$ cat src/rtl/ibs_pkg.sv
`default_nettype none
package ibs_pkg;

  localparam int unsigned NumCells = 64;
  localparam int unsigned DataW    = 32;
  localparam int unsigned CntW     = $clog2(NumCells + 1);

  typedef logic signed [DataW-1:0] data_t;
  typedef logic [CntW-1:0]         cnt_t;

  typedef struct packed {
    logic insert;
    logic shift;
  } ctrl_t;

  typedef enum logic [1:0] {
    StLoad  = 2'b01,
    StDrain = 2'b10
  } state_e;

endpackage
`default_nettype wire

$ cat src/rtl/ibs_cell.sv
`default_nettype none
module ibs_cell (
  input  wire logic          clk_i,
  input  wire logic          rst_ni,
  input  wire ibs_pkg::ctrl_t ctrl_i,
  input  wire ibs_pkg::data_t x_i,
  input  wire ibs_pkg::data_t prev_value_i,
  input  wire logic          prev_occ_i,
  input  wire logic          prev_gt_i,
  input  wire ibs_pkg::data_t next_value_i,
  input  wire logic          next_occ_i,
  output ibs_pkg::data_t     value_o,
  output logic               occ_o,
  output logic               gt_o
);

  ibs_pkg::data_t value_q, value_d;
  logic           occ_q, occ_d;

  // The new element goes ahead of this entry when the entry is empty or larger.
  // Equal values stay in front, which keeps the order stable.
  assign gt_o = !occ_q || (x_i < value_q);

  always_comb begin
    value_d = value_q;
    occ_d   = occ_q;
    if (ctrl_i.shift) begin
      value_d = next_value_i;
      occ_d   = next_occ_i;
    end else if (ctrl_i.insert && gt_o) begin
      if (prev_gt_i) begin
        value_d = prev_value_i;
        occ_d   = prev_occ_i;
      end else begin
        value_d = x_i;
        occ_d   = 1'b1;
      end
    end
  end

  always_ff @(posedge clk_i) begin
    value_q <= value_d;
  end

  always_ff @(posedge clk_i or negedge rst_ni) begin
    if (!rst_ni) begin
      occ_q <= 1'b0;
    end else begin
      occ_q <= occ_d;
    end
  end

  assign value_o = value_q;
  assign occ_o   = occ_q;

endmodule
`default_nettype wire

$ cat config.mk
export PLATFORM = sky130hd
export DESIGN_NAME = ibs_cell
export DESIGN_NICKNAME = d
export VERILOG_FILES = /design/src/rtl/ibs_pkg.sv /design/src/rtl/ibs_cell.sv
export SDC_FILE = /design/constraint.sdc
export NUM_CORES = 1
export LEC_CHECK = 0
export ABC_AREA = 0
export BUFFER_PORTS_ARGS = -buffer_cell sky130_fd_sc_hd__buf_2
export CORE_AREA = 2 2 88 90
export DETAILED_ROUTE_END_ITERATION = 8
export DIE_AREA = 0 0 90 92
export PLACE_DENSITY = 0.76
export SLEW_MARGIN = 25
export SYNTH_ARGS = -nofsm -noshare
export SYNTH_HDL_FRONTEND = slang
export SYNTH_SLANG_ARGS = --single-unit
$ cat constraint.sdc
create_clock -name clk_i -period 5.1 [get_ports clk_i]
set_input_delay 0 -clock clk_i [delete_from_list [all_inputs] [get_ports clk_i]]
set_output_delay 0 -clock clk_i [all_outputs]
set_load 0.01 [all_outputs]
==> flow_metrics.py, run 1 <==
metrics = {
    "run_status": {
        "outcome": "complete, no violations",
    },
    "hold_path": {
        "hold_path.class": "in -> reg",
    },
    "grt": {
        "track_usage_pct": 16.7,
        "grt_pass1_vias": 2438,
        "overflow": 0,
        "antenna_found_initial": 0,
        "grt_pass1_wl_um": 11200,
        "grt_max_degree": 70,
    },
    "detailed_routing": {
        "drt_iter0_drc": 79,
        "viasPerCell": 4.72,
        "vias": 2405,
        "drt-wirelength-per-cell_um": 13.5,
        "dr.pass1.iters": 4,
        "antenna_left": 0,
        "postRouteWirelength_um": 6880,
        "drc": 0,
    },
    "final_layout": {
        "post-route-util_pct": 46.5,
        "area_growth_pct": 38.7,
        "drive_gt1_share_pct": 35.8,
        "antenna_cells": 0,
        "final_nets": 541,
    },
    "yosys": {
        "synth_area_sq_um": 2500,
        "avgSynthCellArea_sq_um": 9.50,
        "ys_seq_area_share_pct": 39.5,
        "ys_ff_latch": 33,
        "yosys_warnings": 0,
        "synth_cell_type_count": 33,
        "syn_nets": 397,
        "netlist_instances": 263,
    },
    "clock_network": {
        "cts_root_buffer": "clkbuf_8",
        "cts_inserted_buffers": 5,
        "ctsLongestPathBuffers": 2,
        "clkTransAtPathRegs_ns": 0.07,
        "h-tree-depth": 2,
        "clkLatencyLatePin_ns": 0.28,
        "cts_sinks": 33,
        "cts_tree": "built",
    },
    "job": {
        "cap_violations": 0,
    },
    "floorplanning": {
        "die_w_um": 90,
        "initial_core_util_pct": 33.6,
        "die_h_um": 92,
        "core_sq_um": 7450,
        "row_count": 32,
        "die_area_sq_um": 8280,
        "io_pins": 137,
    },
    "worst_setup_path": {
        "cp_max_fo": 24,
        "end_kind": "register",
        "crit_path_start_kind": "register",
        "cp.arrival_ns": 2.88,
        "required_ns": 5.05,
        "crit_type": "reg -> reg",
    },
    "pwr": {
        "swShare_pct": 32.7,
        "p_int_mw": 0.591,
        "ir_drop_uv": 109,
        "power_density_nw_per_um2": 254,
        "pwr-share-seq_pct": 42.7,
        "power_switching_mw": 0.287,
        "p_leak_nw": 1.79,
        "p_comb_share_pct": 35.6,
        "pwr-share-clk_pct": 21.7,
    },
    "timing": {
        "finClkSkew_ns": 0.00463,
        "period_share_pct": 57.4,
        "hold_ws_ns": 0.00862,
        "period_needed_ns": 2.93,
        "setup_viol": 0,
        "rsz0062_at_grt": "no",
        "slew_violations": 0,
        "max_slew_margin_pct": 54.2,
        "worst_pin_slew_ns": 0.683,
        "tns_ns": 0,
        "finalWorstSetupSlack_ns": 2.17,
        "fmax_mhz": 342,
        "finalHoldViolCount": 0,
    },
    "place": {
        "numPortBuffers": 136,
        "routabilityCongestion": 0.776,
        "place_ws_ns": 2.09,
        "place_hpwl_um": 5370,
    },
}
-- path summary, 6_finish.rpt --
kind	slack [ns]	to	start	depth (start not counted)
worst max-delay path	2.17	value_o[16]	value_o[2]	9
min in group asynchronous	0.05	occ_o	rst_ni	2
worst max register to register	2.17	value_o[16]	value_o[2]	9
max in group asynchronous	4.97	occ_o	rst_ni	2
worst min-delay path	0.009	value_o[20]	next_value_i[20]	3
worst min register to register	0.94	occ_o	occ_o	4
-- metrics by stage --
stage	total power, mW	instances	cell area, sq um
4_1_cts	0.890	510	3460
3_5_place_dp	0.692	492	3280
6_report	0.879	510	3460
3_3_place_gp	0.679	492	3280
5_1_grt	0.947	510	3460
2_1_floorplan	0.558	263	2500
-- Yosys cell counts --
cell        n  area share, %
nand2_1    42            6.3
o21ai_0    35            7.0
edfxtp_1   32             38
inv_1      32            4.8
mux2i_1    32             13
ha_1       31             16
a21oi_1    13            2.6
clkbuf_1    8            1.2
nand4_1     6            1.5
nor2_1      4           0.60
buf_2       3           0.60
nand2b_1    2           0.50
nand3_1     2           0.40
nor3_1      2           0.40
a211o_1     1           0.35
a211oi_1    1           0.30
a21o_1      1           0.30
a221o_1     1           0.40
a221oi_2    1           0.60
a31oi_1     1           0.25
and3_1      1           0.25
and3b_1     1           0.35
dfrtp_1     1            1.0
mux2_1      1           0.45
nor4_1      1           0.25
nor4b_1     1           0.35
o211ai_1    1           0.30
o21ai_1     1           0.20
o22ai_1     1           0.25
o2bb2ai_1   1           0.35
o311a_1     1           0.40
o41ai_2     1           0.65
or3_1       1           0.25
-- power by group through the flow --
stage	clock network, mW	logic, mW	registers (mW)
2_1_floorplan	0	0.156	0.402
3_3_place_gp	0	0.300	0.379
3_5_place_dp	0	0.310	0.382
4_1_cts	0.196	0.318	0.376
5_1_grt	0.210	0.356	0.381
6_report	0.191	0.312	0.375
-- sequential cells by signal (all words and copies together), names as in the netlist --
name,cells
value_o,32
occ_o,1
-- layer usage --
layer | vias up | wire, um | global-route usage, %
li1 | 1229 | - | -
met1 | 1081 | 2890 | 19.0
met2 | 87 | 3490 | 31.0
met3 | 8 | 441 | 4.68
met4 | 0 | 59 | 3.59
met5 | - | 0 | 0
-- cell families after synthesis --
group,share of synthesized area [%]
buffers and inverters,6.61
flip-flops,39.5
AND/OR/NAND/NOR,11.2
adder cells (fa/ha/maj),15.5
AO/OA/AOI/OAI,14.0
multiplexers,13.3
-- timing repair --
action                                 in CTS  in global routing
resized for setup                           0                  0
hold buffers                               10                  0
buffers inserted                            0                  0
endpoints found under the hold margin      10                  0
-- placed cells by master, fill, tap and decap left out --
master	netlist	final
buf_2	3	135
nand2_1	42	42
o21ai_0	35	35
inv_1	32	32
mux2i_1	32	32
edfxtp_1	32	32
ha_1	31	31
a21oi_1	13	13
dlygate4sd3_1	0	10
nand4_1	6	6
clkbuf_8	0	5
nor2_1	4	4
clkbuf_1	8	3
buf_4	0	3
nand2b_1	2	2
nand3_1	2	2
nor4_1	1	1
a211o_1	1	1
a31oi_1	1	1
a21o_1	1	1
o311a_1	1	1
o41ai_2	1	1
a211oi_1	1	1
nor3_1	2	1
o21ai_1	1	1
a221oi_2	1	1
o211ai_1	1	1
mux2_1	1	1
nor4b_1	1	1
and3b_1	1	1
and3_1	1	1
o2bb2ai_1	1	1
nor3_2	0	1
o22ai_1	1	1
a221o_1	1	1
or3_1	1	1
dfrtp_1	1	1
-- critical path: stages (launching register included) --
cell and delay [ns]:
edfxtp_1 0.38, inv_1 0.06, ha_1 0.23, a211o_1 0.29, a31oi_1 0.15, o311a_1 0.20, o41ai_2 0.09, and3_1 0.19
nor3_2 0.57, buf_4 0.43
-- cell type report --
cell class	count	area [sq um]
Timing Repair Buffer	148	798
Inverter	32	120
Multi-Input combinational cell	187	1350
Fill cell	754	3980
Sequential cell	33	986
Tap cell	102	128
Clock buffer	8	80.1
No activity file was read; power rests on OpenSTA's default activity.
==> run 2, diff against run 1 <==
Settings changed: PLACE_DENSITY 0.76 to 0.79.
Clock period 5.1 ns to 2.45 ns, I/O delays scaled along.
==> flow_metrics.py, run 2 (synthesized netlist as in run 1, its figures left out) <==
metrics = {
    "run_status": {
        "outcome": "complete, no violations",
    },
    "place": {
        "place_inst": 497,
        "place_ws_ns": 0.0646,
        "place_hpwl_um": 5610,
        "placed_cell_area_sq_um": 3360,
        "routabilityCongestion": 0.771,
        "numPortBuffers": 136,
    },
    "final_layout": {
        "largest_reg_flops": 32,
        "final_nets": 543,
        "post-route-cell-area_sq_um": 3620,
        "drive_gt1_share_pct": 41.2,
        "antenna_cells": 0,
        "layout.cells.non_filler": 512,
        "layout_commonest_cell": "buf_2",
        "mostFrequentLayoutCells": "buf_2 (135), nand2_1 (42), o21ai_0 (35), mux2i_1 (32), edfxtp_1 (32)",
        "post-route-util_pct": 48.7,
        "area_growth_pct": 45.0,
    },
    "pwr": {
        "p_leak_nw": 1.83,
        "power_density_nw_per_um2": 531,
        "ir_drop_uv": 256,
        "power_mw": 1.92,
    },
    "detailed_routing": {
        "antenna_left": 0,
        "drc": 0,
        "drt_iter0_drc": 80,
        "postRouteWirelength_um": 7030,
        "drt-wirelength-per-cell_um": 13.7,
        "viasPerCell": 4.72,
        "vias": 2415,
        "dr.pass1.iters": 4,
    },
    "timing": {
        "rsz0062_at_grt": "yes",
        "period_needed_ns": 2.43,
        "finalHoldViolCount": 0,
        "fmax_mhz": 412,
        "worst_pin_slew_ns": 0.538,
        "setup_viol": 0,
        "period_share_pct": 99.0,
        "finalWorstSetupSlack_ns": 0.0238,
        "slew_violations": 0,
        "finClkSkew_ns": 0.00721,
        "max_slew_margin_pct": 64.0,
    },
    "clock_network": {
        "clkLatencyLatePin_ns": 0.28,
        "cts_root_buffer": "clkbuf_8",
        "h-tree-depth": 2,
        "cts_inserted_buffers": 5,
        "clkTransAtPathRegs_ns": 0.07,
        "cts_sinks": 33,
        "cts_tree": "built",
        "ctsLongestPathBuffers": 2,
    },
    "worst_setup_path": {
        "crit_path_start_kind": "register",
        "cp.arrival_ns": 2.41,
        "cp_cell_sequence": "inv_2 -> ha_4 -> a21oi_2 -> o21ai_1 -> a221oi_2 -> o211ai_1 -> o2bb2ai_2 -> nor3_4 -> buf_12",
        "r2r_setup_slack_ns": 0.02,
        "worst-r2r-cell-count": 9,
        "required_ns": 2.43,
        "crit_type": "reg -> reg",
        "reg2reg_from": "value_o[21]",
        "r2r_end": "value_o[14]",
        "cp_max_fo": 24,
        "slowest_stage": "edfxtp_1",
        "critical_path.max_stage_delay_ns": 0.41,
        "end_kind": "register",
    },
    "grt": {
        "overflow": 0,
        "grt_pass1_wl_um": 11500,
        "grt_max_degree": 47,
        "track_usage_pct": 17.4,
        "antenna_found_initial": 0,
        "grt_pass1_vias": 2511,
    },
    "floorplanning": {
        "row_count": 32,
        "core_sq_um": 7450,
        "io_pins": 137,
        "initial_core_util_pct": 33.6,
        "die_area_sq_um": 8280,
        "die_w_um": 90,
        "die_h_um": 92,
    },
    "hold_path": {
        "worst_hold_path.num_cells": 3,
        "hold_path.class": "in -> reg",
        "hold_end": "value_o[11]",
        "hp-start": "next_value_i[11]",
    },
    "job": {
        "cap_violations": 0,
    },
}
## run 2: metal layers
| layer | GRT usage, % | part of all wire, % |
|---|---|---|
| met1 | 19.1 | 39 |
| met2 | 33.0 | 53 |
| met3 | 4.44 | 6.8 |
| met4 | 5.00 | 1.2 |
| met5 | 0 | 0 |
## run 2: repair_timing
action,CTS,global route
hold endpoints to repair,6,0
setup endpoints to repair,1,33
buffers inserted,0,2
resized for setup,1,18
hold buffers,6,0
pin swaps,1,0
## run 2: area by class of cell
class	instances	area [sq um]
inverters	32	120
fillers	727	3820
well taps	102	128
clock buffers	8	80.1
multi-input cells	187	1490
repair buffers	150	823
flip-flops and latches	33	986
## run 2: how the worst max path moves through the flow
| stage | cells past startpoint | start | slack [ns] | to |
|---|---|---|---|---|
| final | 9 | value_o[21] | 0.02 | value_o[14] |
| after global routing | 9 | value_o[21] | -0.16 | gt_o |
| after detailed placement | 9 | value_o[2] | 0.06 | value_o[11] |
| after CTS | 9 | value_o[2] | 0.01 | gt_o |
| after floorplan | 8 | value_o[2] | -0.31 | value_o[0] |
| after global placement | 9 | value_o[2] | 0.17 | value_o[15] |
## run 2: through the flow
step                      hold slack, ns  setup TNS (ns)
after global routing             0.00281           -4.48
after detailed placement          -0.219               0
after global placement            -0.223               0
after CTS                       0.000307               0
final                            0.00557               0
after floorplan                   -0.296           -9.89
## run 2: worst max-delay path, delay by kind of cell, from the launching register on
kind                       cells  cell delay (ns)
AOI/OAI and AO/OA              5             0.94
DFF                            1             0.41
buffers and inverters          2             0.31
and+or+nand+nor                1             0.25
adders and majority gates      1             0.20
## run 2: power breakdown
| part | internal [mW] | leakage, nW | switching, mW |
|---|---|---|---|
| registers | 0.735 | 0.337 | 0.0460 |
| logic | 0.349 | 1.46 | 0.397 |
| clock network | 0.202 | 0.0395 | 0.194 |
| total | 1.29 | 1.83 | 0.638 |
==> run 3, diff against run 2 <==
Settings changed: GPL_TIMING_DRIVEN set to 0.
==> flow_metrics.py, run 3 (synthesized netlist as in run 1, its figures left out) <==
metrics = {
    "timing": {
        "period_needed_ns": 2.46,
        "hold_ws_ns": 0.0110,
        "max_slew_margin_pct": 67.2,
        "finalWorstSetupSlack_ns": -0.0143,
        "slew_violations": 0,
        "finalHoldViolCount": 0,
        "worst_pin_slew_ns": 0.491,
        "rsz0062_at_grt": "yes",
        "setup_viol": 14,
        "period_share_pct": 101,
        "fmax_mhz": 406,
        "finClkSkew_ns": 0.00502,
    },
    "worst_setup_path": {
        "crit_type": "reg -> reg",
        "end_kind": "register",
        "crit_path_start_kind": "register",
        "required_ns": 2.45,
        "cp.arrival_ns": 2.47,
        "cp_max_fo": 8,
    },
    "detailed_routing": {
        "drt-wirelength-per-cell_um": 14.1,
        "antenna_left": 0,
        "viasPerCell": 4.78,
        "drc": 0,
        "postRouteWirelength_um": 7590,
        "drt_iter0_drc": 89,
        "vias": 2571,
        "dr.pass1.iters": 4,
    },
    "clock_network": {
        "clkTransAtPathRegs_ns": 0.07,
        "cts_tree": "built",
        "clkLatencyLatePin_ns": 0.28,
        "cts_sinks": 33,
        "h-tree-depth": 2,
        "ctsLongestPathBuffers": 2,
        "cts_root_buffer": "clkbuf_8",
        "cts_inserted_buffers": 5,
    },
    "grt": {
        "overflow": 0,
        "track_usage_pct": 17.6,
        "grt_max_degree": 11,
        "grt_pass1_vias": 2639,
        "grt_pass1_wl_um": 11800,
        "antenna_found_initial": 0,
    },
    "floorplanning": {
        "initial_core_util_pct": 33.6,
        "die_h_um": 92,
        "io_pins": 137,
        "row_count": 32,
        "core_sq_um": 7450,
        "die_w_um": 90,
        "die_area_sq_um": 8280,
    },
    "final_layout": {
        "area_growth_pct": 57.2,
        "drive_gt1_share_pct": 44.3,
        "num-fill-cells": 730,
        "antenna_cells": 0,
        "post-route-cell-area_sq_um": 3930,
        "mostFrequentLayoutCells": "buf_2 (138), nand2_1 (42), o21ai_0 (35), mux2i_1 (32), edfxtp_1 (32)",
        "layout_commonest_cell": "buf_2",
        "largest_reg_flops": 32,
        "final_nets": 569,
        "multiInputGateArea_sq_um": 1560,
        "seqCellArea_sq_um": 986,
    },
    "pwr": {
        "ir_drop_uv": 264,
        "power_mw": 2.09,
        "power_density_nw_per_um2": 532,
        "p_leak_nw": 1.95,
    },
    "place": {
        "numPortBuffers": 135,
        "placed_cell_area_sq_um": 3370,
        "routabilityCongestion": 0.785,
        "place_hpwl_um": 5730,
    },
    "job": {
        "cap_violations": 0,
    },
    "run_status": {
        "violations": "setup timing",
        "outcome": "finished, violations left",
    },
    "hold_path": {
        "hold_path.class": "in -> reg",
    },
}
run 3: cell count changes in the layout (fill, tap and decap cells not counted), moves of 3 or more:
| cell | previous run | this run |
|---|---|---|
| buf_4 | 6 | 11 |
| clkbuf_1 | 3 | 8 |
| ha_4 | 6 | 10 |
| buf_2 | 135 | 138 |
| ha_1 | 25 | 20 |
| dlygate4sd3_1 | 6 | 14 |
run 3: through the flow:
step | utilization, % | cells | TNS [ns] | setup WS (ns)
floorplan | - | 263 | -9.89 | -0.309
global placement | 44.7 | 500 | -31.11 | -0.973
detailed placement | 45.2 | 503 | -12.50 | -0.504
CTS | 50.1 | 534 | 0 | 0.00683
global route | 52.7 | 538 | -1.95 | -0.0908
finish | 52.7 | 538 | -0.184 | -0.0143
run 3: timing repair:
action	CTS	global route
gates cloned	0	1
setup endpoints to repair	33	34
hold buffers	14	0
pin swaps	11	9
hold endpoints to repair	14	0
buffers inserted	9	4
gates resized for setup	8	23
run 3: worst paths after layout:
| path | slack [ns] | startpoint | cells after the start | endpoint |
|---|---|---|---|---|
| min in group asynchronous | 0.04 | rst_ni | 2 | occ_o |
| max in group asynchronous | 2.33 | rst_ni | 2 | occ_o |
| min | 0.01 | next_value_i[25] | 3 | value_o[25] |
| max | -0.01 | value_o[2] | 10 | value_o[25] |
| max reg2reg | -0.01 | value_o[2] | 10 | value_o[25] |
| min reg2reg | 0.91 | occ_o | 4 | occ_o |
run 3: final cells by class:
type	count	share of cell area [%]
plain buffers	11	1.15
inverters	32	3.06
well taps	102	3.25
flip-flops and latches	33	25.1
clock inverters	1	0.127
repair buffers	165	25.1
clock buffers	7	2.45
multi-input cells	187	39.8
run 3: power breakdown:
group	internal, mW	switching (mW)	total [mW]
Clock	0.254	0.209	0.463
Sequential	0.735	0.0459	0.780
Combinational	0.417	0.429	0.846
Total	1.41	0.684	2.09
run 3: layer usage:
metal / share of wire (%) / global-route usage, % / up-vias
met5: 0 / 0 / -
met4: 1.3 / 4.49 / 0
met3: 6.2 / 4.68 / 8
met2: 53 / 32.6 / 94
met1: 40 / 20.1 / 1178
li1: - / - / 1291
run 3: worst max-delay path: stages (launching register included):
cell      delay (ns)
edfxtp_1        0.41
inv_2           0.08
ha_4            0.19
a211o_1         0.26
a31oi_2         0.17
o311a_1         0.26
o41ai_4         0.10
and3_4          0.21
nor3_4          0.20
buf_6           0.16
buf_8           0.14
